===== src/design/crcl_pkg.sv =====
// Package for the CRC log record writer: field widths, default slot geometry,
// result kind codes and the CRC-16 byte update. No dependencies.
package crcl_pkg;

  localparam int unsigned CHAR_W = 8;
  localparam int unsigned ADDR_W = 11;
  localparam int unsigned DATA_W = 8;
  localparam int unsigned CRC_W  = 16;
  localparam int unsigned POS_W  = 6;

  localparam int unsigned SLOT_COUNT_DEF = 32;
  localparam int unsigned SLOT_BYTES_DEF = 64;
  localparam int unsigned TEXT_LIMIT     = 61;

  localparam logic [CRC_W-1:0] CRC_INIT = 16'hFFFF;

  localparam logic KIND_STORE  = 1'b0;
  localparam logic KIND_REJECT = 1'b1;

  // CRC-16, poly 0x1021, MSB first, one byte per call
  function automatic logic [CRC_W-1:0] crc_byte(input logic [CRC_W-1:0] crc,
                                                input logic [CHAR_W-1:0] c);
    logic [7:0] x;
    x = crc[15:8] ^ c;
    x = x ^ {4'd0, x[7:4]};
    return {crc[7:0], 8'd0} ^ {x[3:0], 12'd0} ^ {3'd0, x, 5'd0} ^ {8'd0, x};
  endfunction

endpackage


===== src/design/crcl_char_if.sv =====
// Character input channel: valid/ready handshake carrying one message character.
// Depends on crcl_pkg.
interface crcl_char_if;
  logic                        valid;
  logic                        ready;
  logic [crcl_pkg::CHAR_W-1:0] char_code;

  modport source (output valid, output char_code, input ready);
  modport sink   (input valid, input char_code, output ready);
endinterface


===== src/design/crcl_rec_if.sv =====
// Record write channel: valid/ready handshake carrying one store write or reject beat.
// Depends on crcl_pkg.
interface crcl_rec_if;
  logic                        valid;
  logic                        ready;
  logic                        kind;
  logic [crcl_pkg::ADDR_W-1:0] address;
  logic [crcl_pkg::DATA_W-1:0] data;
  logic                        last_of_run;

  modport source (output valid, output kind, output address, output data,
                  output last_of_run, input ready);
  modport sink   (input valid, input kind, input address, input data,
                  input last_of_run, output ready);
endinterface


===== src/design/crc_log_record_writer.sv =====
// Log record writer. A character gives one store beat; a terminator gives
// three beats (zero, CRC high, CRC low); an empty message gives one reject
// beat; characters past the record limit give nothing. When a message starts
// with the log full, SLOT_COUNT erase beats come first, one per cycle while the
// output is not stalled. Input is held off while an item has beats left to send;
// the single job register feeding the output register sets this pacing. Depends on
// crcl_pkg, crcl_char_if and crcl_rec_if.
module crc_log_record_writer #(
  parameter int unsigned SLOT_COUNT = crcl_pkg::SLOT_COUNT_DEF,
  parameter int unsigned SLOT_BYTES = crcl_pkg::SLOT_BYTES_DEF
) (
  input  logic        clk,
  input  logic        rst,
  crcl_char_if.sink   chars,
  crcl_rec_if.source  records
);

  localparam int unsigned ADDR_W   = crcl_pkg::ADDR_W;
  localparam int unsigned DATA_W   = crcl_pkg::DATA_W;
  localparam int unsigned CHAR_W   = crcl_pkg::CHAR_W;
  localparam int unsigned CRC_W    = crcl_pkg::CRC_W;
  localparam int unsigned POS_W    = crcl_pkg::POS_W;
  localparam int unsigned TEXT_MAX = ((SLOT_BYTES - 3) < crcl_pkg::TEXT_LIMIT) ?
                                     (SLOT_BYTES - 3) : crcl_pkg::TEXT_LIMIT;
  localparam int unsigned USED_W   = $clog2(SLOT_COUNT + 1);
  localparam int unsigned IDX_W    = (SLOT_COUNT > 1) ? $clog2(SLOT_COUNT) : 1;
  localparam int unsigned SB_W     = $clog2(SLOT_BYTES + 1);
  localparam int unsigned BASE_W   = USED_W + SB_W;
  localparam int unsigned ERA_W    = IDX_W + SB_W;
  localparam logic [1:0]  TERM_LAST = 2'd2;

  typedef enum logic [1:0] {
    OP_CHAR,
    OP_REJECT,
    OP_TERM
  } op_t;

  // message state
  logic [USED_W-1:0] slots_used;
  logic [POS_W-1:0]  char_index;
  logic [CRC_W-1:0]  running_crc;

  // job register: beats still owed for the last accepted item
  logic              job_valid;
  logic              erase_pend;
  logic [IDX_W-1:0]  erase_idx;
  op_t               op;
  logic [1:0]        term_step;
  logic [ADDR_W-1:0] job_addr;
  logic [CHAR_W-1:0] job_char;
  logic [CRC_W-1:0]  job_crc;

  // output register
  logic              out_valid;
  logic              out_kind;
  logic [ADDR_W-1:0] out_addr;
  logic [DATA_W-1:0] out_data;
  logic              out_last;

  logic              out_free, emit_fire, job_last, in_ready, accept;
  logic              need_erase, is_end, in_text, has_result;
  logic [USED_W-1:0] used_eff;
  logic [BASE_W-1:0] base_full;
  logic [ADDR_W-1:0] rec_addr;
  logic [ERA_W-1:0]  erase_full;
  op_t               op_new;

  logic              emit_kind;
  logic [ADDR_W-1:0] emit_addr;
  logic [DATA_W-1:0] emit_data;
  logic              emit_last;

  assign out_free  = !out_valid || records.ready;
  assign emit_fire = job_valid && out_free;
  assign job_last  = !erase_pend && (op != OP_TERM || term_step == TERM_LAST);
  assign in_ready  = !job_valid || (emit_fire && job_last);
  assign accept    = chars.valid && in_ready;
  assign chars.ready = in_ready;

  assign need_erase = (char_index == '0) && (slots_used >= USED_W'(SLOT_COUNT));
  assign used_eff   = need_erase ? '0 : slots_used;
  assign base_full  = BASE_W'(used_eff) * BASE_W'(SLOT_BYTES);
  assign rec_addr   = ADDR_W'(base_full) + ADDR_W'(char_index);
  assign is_end     = (chars.char_code == '0);
  assign in_text    = (char_index < POS_W'(TEXT_MAX));
  assign has_result = is_end || in_text;
  assign erase_full = ERA_W'(erase_idx) * ERA_W'(SLOT_BYTES);

  always_comb begin
    if (!is_end) begin
      op_new = OP_CHAR;
    end else if (char_index == '0) begin
      op_new = OP_REJECT;
    end else begin
      op_new = OP_TERM;
    end
  end

  always_comb begin
    emit_kind = crcl_pkg::KIND_STORE;
    emit_addr = '0;
    emit_data = '0;
    emit_last = 1'b1;
    if (erase_pend) begin
      emit_addr = ADDR_W'(erase_full);
      emit_last = 1'b0;
    end else begin
      case (op)
        OP_CHAR: begin
          emit_addr = job_addr;
          emit_data = job_char;
        end
        OP_REJECT: begin
          emit_kind = crcl_pkg::KIND_REJECT;
        end
        OP_TERM: begin
          emit_addr = job_addr + ADDR_W'(term_step);
          emit_last = (term_step == TERM_LAST);
          case (term_step)
            2'd1:    emit_data = job_crc[15:8];
            2'd2:    emit_data = job_crc[7:0];
            default: emit_data = '0;
          endcase
        end
        default: begin
          emit_last = 1'b1;
        end
      endcase
    end
  end

  always_ff @(posedge clk) begin
    if (rst) begin
      slots_used  <= '0;
      char_index  <= '0;
      running_crc <= crcl_pkg::CRC_INIT;
      job_valid   <= 1'b0;
      out_valid   <= 1'b0;
    end else begin
      if (accept && has_result) begin
        if (op_new == OP_CHAR) begin
          slots_used  <= used_eff;
          running_crc <= crcl_pkg::crc_byte(running_crc, chars.char_code);
          char_index  <= char_index + POS_W'(1);
        end else if (op_new == OP_REJECT) begin
          slots_used  <= used_eff;
          running_crc <= crcl_pkg::CRC_INIT;
        end else begin
          slots_used  <= used_eff + USED_W'(1);
          char_index  <= '0;
          running_crc <= crcl_pkg::CRC_INIT;
        end
      end

      // a new job only lands when no job is pending or the previous one sends its last beat
      if (accept && has_result) begin
        job_valid  <= 1'b1;
        erase_pend <= need_erase;
        erase_idx  <= '0;
        op         <= op_new;
        term_step  <= '0;
        job_addr   <= rec_addr;
        job_char   <= chars.char_code;
        job_crc    <= running_crc;
      end else if (emit_fire) begin
        if (erase_pend) begin
          if (erase_idx == IDX_W'(SLOT_COUNT - 1)) begin
            erase_pend <= 1'b0;
          end else begin
            erase_idx <= erase_idx + IDX_W'(1);
          end
        end else if (op == OP_TERM && term_step != TERM_LAST) begin
          term_step <= term_step + 2'd1;
        end else begin
          job_valid <= 1'b0;
        end
      end

      if (out_free) begin
        out_valid <= emit_fire;
        out_kind  <= emit_kind;
        out_addr  <= emit_addr;
        out_data  <= emit_data;
        out_last  <= emit_last;
      end
    end
  end

  assign records.valid       = out_valid;
  assign records.kind        = out_kind;
  assign records.address     = out_addr;
  assign records.data        = out_data;
  assign records.last_of_run = out_last;

endmodule


===== src/flat_wrapper.sv =====
// flat-port wrapper written by rule: the top's interface ports become plain ports
module crc_log_record_writer_flat 
#(
  parameter int unsigned SLOT_COUNT = crcl_pkg::SLOT_COUNT_DEF,
  parameter int unsigned SLOT_BYTES = crcl_pkg::SLOT_BYTES_DEF
)
  (clk, rst, chars_valid, chars_char_code, chars_ready, records_valid, records_kind, records_address, records_data, records_last_of_run, records_ready);
  crcl_char_if chars_i ();
  crcl_rec_if records_i ();
  input  logic clk;
  input  logic rst;
  input wire logic [$bits(chars_i.valid)-1:0] chars_valid;
  input wire logic [$bits(chars_i.char_code)-1:0] chars_char_code;
  output wire logic [$bits(chars_i.ready)-1:0] chars_ready;
  output wire logic [$bits(records_i.valid)-1:0] records_valid;
  output wire logic [$bits(records_i.kind)-1:0] records_kind;
  output wire logic [$bits(records_i.address)-1:0] records_address;
  output wire logic [$bits(records_i.data)-1:0] records_data;
  output wire logic [$bits(records_i.last_of_run)-1:0] records_last_of_run;
  input wire logic [$bits(records_i.ready)-1:0] records_ready;
  assign chars_i.valid = chars_valid;
  assign chars_i.char_code = chars_char_code;
  assign chars_ready = chars_i.ready;
  assign records_valid = records_i.valid;
  assign records_kind = records_i.kind;
  assign records_address = records_i.address;
  assign records_data = records_i.data;
  assign records_last_of_run = records_i.last_of_run;
  assign records_i.ready = records_ready;
  crc_log_record_writer #(.SLOT_COUNT(SLOT_COUNT), .SLOT_BYTES(SLOT_BYTES)) u_core (.clk(clk), .rst(rst), .chars(chars_i), .records(records_i));
endmodule

===== config.mk =====
export PLATFORM = sky130hd
export DESIGN_NAME = crc_log_record_writer_flat
export DESIGN_NICKNAME = d
export VERILOG_FILES = /design/src/design/crcl_pkg.sv /design/src/design/crcl_char_if.sv /design/src/design/crcl_rec_if.sv /design/src/design/crc_log_record_writer.sv /design/src/flat_wrapper.sv
export SDC_FILE = /design/constraint.sdc
export NUM_CORES = 1
export LEC_CHECK = 0
export ABC_CLOCK_PERIOD_IN_PS = 4900
export BUFFER_PORTS_ARGS = -buffer_cell sky130_fd_sc_hd__buf_4
export CORE_MARGIN = 8
export CORE_UTILIZATION = 59
export DETAILED_ROUTE_END_ITERATION = 10
export PLACE_DENSITY = 0.76
export SLEW_MARGIN = 40
export SYNTH_ARGS = -nofsm -noshare
export SYNTH_HDL_FRONTEND = slang
export SYNTH_SLANG_ARGS = --single-unit

===== constraint.sdc =====
create_clock -name clk -period 4.9 [get_ports clk]
set_input_delay 0.245 -clock clk [delete_from_list [all_inputs] [get_ports clk]]
set_output_delay 0.245 -clock clk [all_outputs]
set_load 0.05 [all_outputs]

Word-level counts from Yosys, hierarchy flattened. Index checks and enable logic that the tools add are counted.

Input bits: 12. Output and inout port bits: 23. Word-level logic and storage cells: 99. Bits in registers: 96.

Mux-type cells: 28. Add/sub/neg operators: 6. Reductions and logical operators: 28. $lt $le $gt $ge: 2. Equal/unequal tests: 12. Bitwise gates (word level): 6.

Operator list (count): $pmux 8 s2 (2); $mux 6 (5); $pmux 11 s2 (1); $mux 16 (1); $xor 16x13->16 (1); $xor 16x16->16 (1); $xor 16x8->16 (1); $mux 5 (3); $add 6x1->6 const B (2); $add 11x2->11 (1); $add 11x6->11 (1); $mux 11 (1); $mux 1 (10); $mux 2 (5); $logic_not 8->1 (1); $reduce_and 2->1 (4); $reduce_and 4->1 (2); $xor 8x4->8 (1); $xor 8x8->8 (1); $logic_and 1x1->1 (7); $eq 2x1->1 const B (3); $ge 6x6->1 const B (1); $logic_not 6->1 (1); $lt 6x6->1 const B (1); other kinds (12) (25).

Depth between registers and ports, before layout. Gate-level depths: netlist of the first run.

Depth after elaboration: 9. Depth in mapped cells: 12. Mapped depth without buffers: 11.

Worst setup path after synthesis of the first run. No wires, ideal clock.

Path kind: reg-to-reg. Start point: register u_core.term_step[0]. End point: register u_core.job_addr[0], enable pin. Setup time: 431 ps. Data required time: 4469 ps. Slack: 954 ps. Arrival: 3515 ps. Cell stages (with the launch flop): 9. Cells stage by stage: edfxtp_1 > inv_1 > ha_1 > buf_2 > nor3b_1 > o41ai_1 > o21ai_1 > clkbuf_1 > nor2_1.

Longest elaborated chain between the ends: 8.

Ends and longest elaborated chain: start: declaration (RTL line crc_log_record_writer.sv:48) `logic [1:0] term_step;`; start signal: assignment (RTL line crc_log_record_writer.sv:173) `term_step <= term_step + 2'd1;`; $eq 2x2->1 (RTL line crc_log_record_writer.sv:75) `assign job_last = !erase_pend && (op != OP_TERM || term_step == TERM_LAST);`; $logic_or 1x1->1 (RTL line crc_log_record_writer.sv:75); $logic_and 1x1->1 (RTL line crc_log_record_writer.sv:75); $logic_and 1x1->1 (RTL line crc_log_record_writer.sv:76) `assign in_ready = !job_valid || (emit_fire && job_last);`; $logic_or 1x1->1 (RTL line crc_log_record_writer.sv:76); $logic_and 1x1->1 (RTL line crc_log_record_writer.sv:77) `assign accept = chars.valid && in_ready;`; $logic_and 1x1->1 (RTL line crc_log_record_writer.sv:156) `if (accept && has_result) begin`; $reduce_and 2->1 (no source line); end signal: assignment (RTL line crc_log_record_writer.sv:162) `job_addr <= rec_addr;`; end: declaration (RTL line crc_log_record_writer.sv:49) `logic [ADDR_W-1:0] job_addr;`.

Every way passes these cells. A chain may end at the register's enable or synchronous reset.

Final worst setup path of the first run.
Start point: register u_core.term_step[0]. End point: register u_core.slots_used[5].

Longest elaborated chain between the ends: 7.

Ends and longest elaborated chain: $eq 2x2->1 (RTL line crc_log_record_writer.sv:75); $logic_or 1x1->1 (RTL line crc_log_record_writer.sv:75); $logic_and 1x1->1 (RTL line crc_log_record_writer.sv:75); $logic_and 1x1->1 (RTL line crc_log_record_writer.sv:76); $logic_or 1x1->1 (RTL line crc_log_record_writer.sv:76); $logic_and 1x1->1 (RTL line crc_log_record_writer.sv:77); $logic_and 1x1->1 (RTL line crc_log_record_writer.sv:140) `if (accept && has_result) begin`; end signal: assignment (RTL line crc_log_record_writer.sv:142) `slots_used <= used_eff;`; end signal: assignment (RTL line crc_log_record_writer.sv:146) `slots_used <= used_eff;`; end signal: assignment (RTL line crc_log_record_writer.sv:149) `slots_used <= used_eff + USED_W'(1);`; end: declaration (RTL line crc_log_record_writer.sv:39) `logic [USED_W-1:0] slots_used;`.

Every way passes these cells.

==> results of run 1 <==
registers in the layout (all words and copies together), names as in the netlist, 2 cells and up:
register,cells
u_core.op,2
u_core.slots_used,6
u_core.records.data,8
u_core.job_addr,11
u_core.running_crc,16
u_core.job_crc,16
u_core.char_index,6
u_core.erase_idx,5
u_core.records.address,11
u_core.job_char,8
u_core.term_step,2
per-layer routing:
metal | vias to the layer above | global-route usage | part of all wire
li1 | 1436 | - | -
met1 | 1375 | 0.230 | 0.47
met2 | 66 | 0.267 | 0.46
met3 | 16 | 0.0347 | 0.056
met4 | 0 | 0.0767 | 0.020
met5 | - | 0 | 0
synth_stat cells (4+ instances only):
cell / number
edfxtp_1: 66
nor2_1: 42
dfxtp_1: 30
xnor2_1: 24
a21oi_1: 19
nand2_1: 18
xor2_1: 16
clkbuf_1: 15
o21ai_0: 15
nor3_1: 12
nand2b_1: 11
nand3_1: 11
nor2b_1: 11
and2_1: 10
ha_1: 9
inv_1: 9
a22o_1: 8
o21bai_1: 7
o22ai_1: 6
nand4_1: 4
per-stage QoR:
step	setup WS (ns)	utilization
after global routing	1.70	0.680
final	1.88	0.680
after global placement	1.79	0.653
after floorplan	0.954	-
after detailed placement	1.55	0.653
after CTS	1.51	0.678
critical path, cell delays in order (launching register included):
cell and delay, ns:
edfxtp_1 0.45, inv_1 0.09, ha_1 0.37, nor3b_1 0.16
o41ai_2 0.55, o21ai_1 0.42, buf_4 0.30, or4_1 0.49
a21oi_1 0.15
layout make-up:
cell class | instances | area, sq um | area share
sequential | 96 | 2580 | 0.527
multi-input combinational | 260 | 1690 | 0.345
timing repair buffer | 38 | 285 | 0.0582
clock buffer | 9 | 124 | 0.0253
tap | 99 | 124 | 0.0253
clock inverter | 7 | 61.3 | 0.0125
inverter | 9 | 33.8 | 0.00689
logic make-up after synthesis:
logic type,count (synthesis),synth area share
AND/OR/NAND/NOR,140,0.169
flip-flops,96,0.590
AO/OA/AOI/OAI,68,0.100
XOR/XNOR,40,0.0801
buffers and inverters,27,0.0252
adder cells (fa/ha/maj),10,0.0303
multiplexers,2,0.00486
power by group:
group,switching (W),internal [W]
sequential,0.0000811,0.000986
clock,0.000289,0.000195
combinational,0.000281,0.000204
total,0.000651,0.00139
worst paths after layout:
check | startpoint | endpoint | slack, ns | depth (start not counted)
setup / recovery | u_core.term_step[0]$_SDFFCE_PP0P_ | u_core.slots_used[5]$_SDFFE_PP0P_ | 1.88 | 8
hold reg to reg | u_core.slots_used[1]$_SDFFE_PP0P_ | u_core.slots_used[1]$_SDFFE_PP0P_ | 0.50 | 2
setup reg to reg | u_core.term_step[0]$_SDFFCE_PP0P_ | u_core.slots_used[5]$_SDFFE_PP0P_ | 1.88 | 8
hold / removal | chars_char_code[5] | u_core.job_char[5]$_DFFE_PP_ | 0.09 | 1
==> results.cfg, run 1 <==
[floorplan]
die_area_sq_um = 10400
die_y_um = 102
core_sq_um = 7210
die_w_um = 102
rows = 31
io_pins = 35
start_util = 0.606

[cells_and_area]
final_common_cell = edfxtp_1
final_cell_mix = edfxtp_1, nor2_1, buf_4
nets = 436
design_area_sq_um = 4900
diodes = 0
drive_gt1_frac = 0.150
fin_cells = 518
fill_cells = 524
syn_to_final_growth_pct = 12.1

[synthesis]
synth_cell_types = 53
synth-warning-count = 0
synth-edff-count = 66
synth_nets = 405
yosysTopAreaCellShare = 0.453
synth_cells = 383
avgSynthCellArea_sq_um = 11.4
yosys.area.top_type = edfxtp_1
synth_seq_cells = 96
yosysSeqAreaShare = 0.590
synth_ff_type = edfxtp_1
ys_async_sr_fraction = 0
netlist_area_sq_um = 4370
yosys-top-cells-area = edfxtp_1, dfxtp_1, xnor2_1, nor2_1, xor2_1

[routing]
detail_route.wl_per_cell_um = 16.2
drc = 0
vias = 2893
dr.pass1.iters = 4
wl_um = 8410
routed_via_density = 5.58
drtAntennaViolNets = 0
drtIter0Drc = 124

[worst_setup_path]
crit_arrival_ns = 3.31
critPathMaxFanout = 13
path_class = reg2reg
endpoint_kind = register
start_kind = register
cp.required_ns = 5.19

[sta]
relSlewSlack = 0.516
fmax_mhz = 331
worstMarginPinSlew_ns = 0.721
setup_violations = 0
hold_ws_ns = 0.0912
min_period_ns = 3.02
drv_slew = 0
period_share = 0.617
rsz0062_at_grt = false
hold_viol = 0
skew_ns = 0.0115
finalSetupTns_ns = 0

[clock_network]
clkSinkCount = 96
clk_pin_slew_ns = 0.09
post_cts_resized = 0
cts_tree = built
postCtsSetupBuffers = 0
root_buffer = clkbuf_8
postCtsHoldBufs = 0
clock_latency_ns = 0.36
clockBufferDepth = 2
ctsHtreeMaxLevel = 3
numCtsBuffers = 9

[power_and_ir_drop]
cellLeakagePower_nw = 1.77
design_power_total_w = 0.00204
powerDensity_nw_per_um2 = 415
irDropWorstVdd_uv = 244

[placement]
placed_cells = 502
post-dp-hpwl_um = 6100
io_buffers = 34
routabilityCongestion = 0.860
dpl_cell_area_sq_um = 4710

[run]
maxCapViolations = 0

[global_route]
grt_antenna_before_repair = 0
grt.total_usage = 0.173
grt.overflow.total = 0
grt_max_degree = 38
grt_first_pass_wirelength_um = 13900
grt_pass1_vias = 2853

[run_status]
outcome = finished clean

[min_path]
min_path_type = in2reg
Note: power is estimated with default switching activity, not from simulation.
==> run 2, diff against run 1 <==
--- a/config.mk
+++ b/config.mk
@@ -5,7 +5,7 @@
 export SDC_FILE = /design/constraint.sdc
 export NUM_CORES = 1
 export LEC_CHECK = 0
-export ABC_CLOCK_PERIOD_IN_PS = 4900
+export ABC_CLOCK_PERIOD_IN_PS = 2900
 export BUFFER_PORTS_ARGS = -buffer_cell sky130_fd_sc_hd__buf_4
 export CORE_MARGIN = 8
 export CORE_UTILIZATION = 59
==> constraint.sdc (replaced) <==
create_clock -name clk -period 2.9 [get_ports clk]
set_input_delay 0.145 -clock clk [delete_from_list [all_inputs] [get_ports clk]]
set_output_delay 0.145 -clock clk [all_outputs]
set_load 0.05 [all_outputs]
==> results.cfg, run 2 (synthesis results as in run 1) <==
[floorplan]
io_pins = 35
die_y_um = 102
core_sq_um = 7210
die_area_sq_um = 10400
rows = 31
start_util = 0.606
die_w_um = 102

[routing]
drtAntennaViolNets = 0
detail_route.wl_per_cell_um = 16.3
dr.pass1.iters = 4
drc = 0
routed_via_density = 5.56
wl_um = 8690
drtIter0Drc = 147
vias = 2960

[cells_and_area]
final_common_cell = edfxtp_1
diodes = 0
design_area_sq_um = 5080
fin_util = 0.704
drive_gt1_frac = 0.162
fill_cells = 531
largestRegisters = u_core.job_crc (16), u_core.running_crc (16)
nets = 450
final_cell_mix = edfxtp_1, buf_4, nor2_1
syn_to_final_growth_pct = 16.2

[sta]
hold_viol = 0
min_period_ns = 2.61
drv_slew = 0
hold_ws_ns = 0.126
rsz0062_at_grt = false
relSlewSlack = 0.651
setup_violations = 0
period_share = 0.899
skew_ns = 0.0140
finalSetupTns_ns = 0
worstMarginPinSlew_ns = 0.523
fmax_mhz = 384

[min_path]
min_path_type = in2reg

[worst_setup_path]
critPathMaxFanout = 9
crit_arrival_ns = 2.91
endpoint_kind = register
start_kind = input pin
path_class = in2reg
cp.required_ns = 3.20

[clock_network]
clk_pin_slew_ns = 0.10
root_buffer = clkbuf_8
clkSinkCount = 96
cts_tree = built
clockBufferDepth = 2
ctsHtreeMaxLevel = 3
post_cts_resized = 0
numCtsBuffers = 9
clock_latency_ns = 0.37

[global_route]
grt.total_usage = 0.178
grt_max_degree = 33
grt.overflow.total = 0
grt_pass1_vias = 2821
grt_first_pass_wirelength_um = 14200
grt_antenna_before_repair = 0

[power_and_ir_drop]
powerDensity_nw_per_um2 = 709
cellLeakagePower_nw = 1.85
irDropWorstVdd_uv = 487

[run_status]
outcome = finished clean

[placement]
post-dp-hpwl_um = 6310
io_buffers = 34
routabilityCongestion = 0.855
dpl_cell_area_sq_um = 4780

[run]
maxCapViolations = 0
-- run 2: where the power goes --
group | switching [W] | leakage (nW) | internal (W)
Clock | 0.000517 | 0.113 | 0.000428
Sequential | 0.000139 | 0.869 | 0.00167
Combinational | 0.000488 | 0.870 | 0.000363
Total | 0.00114 | 1.85 | 0.00246
-- run 2: final cells by class --
class | instances | area, sq um | area share
flip-flops and latches | 96 | 2580 | 0.508
multi-input cells | 260 | 1700 | 0.334
repair buffers | 52 | 423 | 0.0832
clock buffers | 9 | 124 | 0.0244
well taps | 99 | 124 | 0.0244
clock inverters | 7 | 97.6 | 0.0192
inverters | 9 | 33.8 | 0.00665
-- run 2: layer usage --
layer | GRT usage | part of all wire | up-vias
met5 | 0 | 0 | -
met4 | 0.0813 | 0.020 | 0
met3 | 0.0416 | 0.065 | 18
met2 | 0.262 | 0.45 | 91
met1 | 0.242 | 0.47 | 1381
li1 | - | - | 1470
-- run 2: stage by stage --
step,instances,setup slack [ns],total power [W]
final,532,0.293,0.00360
after global routing,532,0.135,0.00377
after CTS,532,0.310,0.00362
after detailed placement,508,0.323,0.00267
after global placement,508,0.468,0.00265
after floorplan,383,0.165,0.00243
-- run 2: timing repair --
item                      4_1_cts  5_1_grt
hold buffers                    8        0
setup buffers                   0        0
hold endpoints to repair        8        0
-- run 2: critical path, cell delays in order --
cell           delay, ns
dlygate4sd3_1       0.55
buf_4               0.15
or4_4               0.56
or2_1               0.36
or4b_4              0.57
or4_1               0.41
a21oi_1             0.15
-- run 2: worst paths after layout --
path / slack, ns / end / startpoint / depth (start not counted)
max: 0.29 / u_core.slots_used[5]$_SDFFE_PP0P_ / chars_char_code[5] / 7
min: 0.13 / u_core.records.valid$_SDFFE_PP0N_ / records_ready / 4
max reg2reg: 0.34 / u_core.job_addr[2]$_DFFE_PP_ / u_core.term_step[0]$_SDFFCE_PP0P_ / 8
min reg2reg: 0.50 / u_core.job_crc[13]$_DFFE_PP_ / u_core.running_crc[13]$_SDFFE_PP1P_ / 0
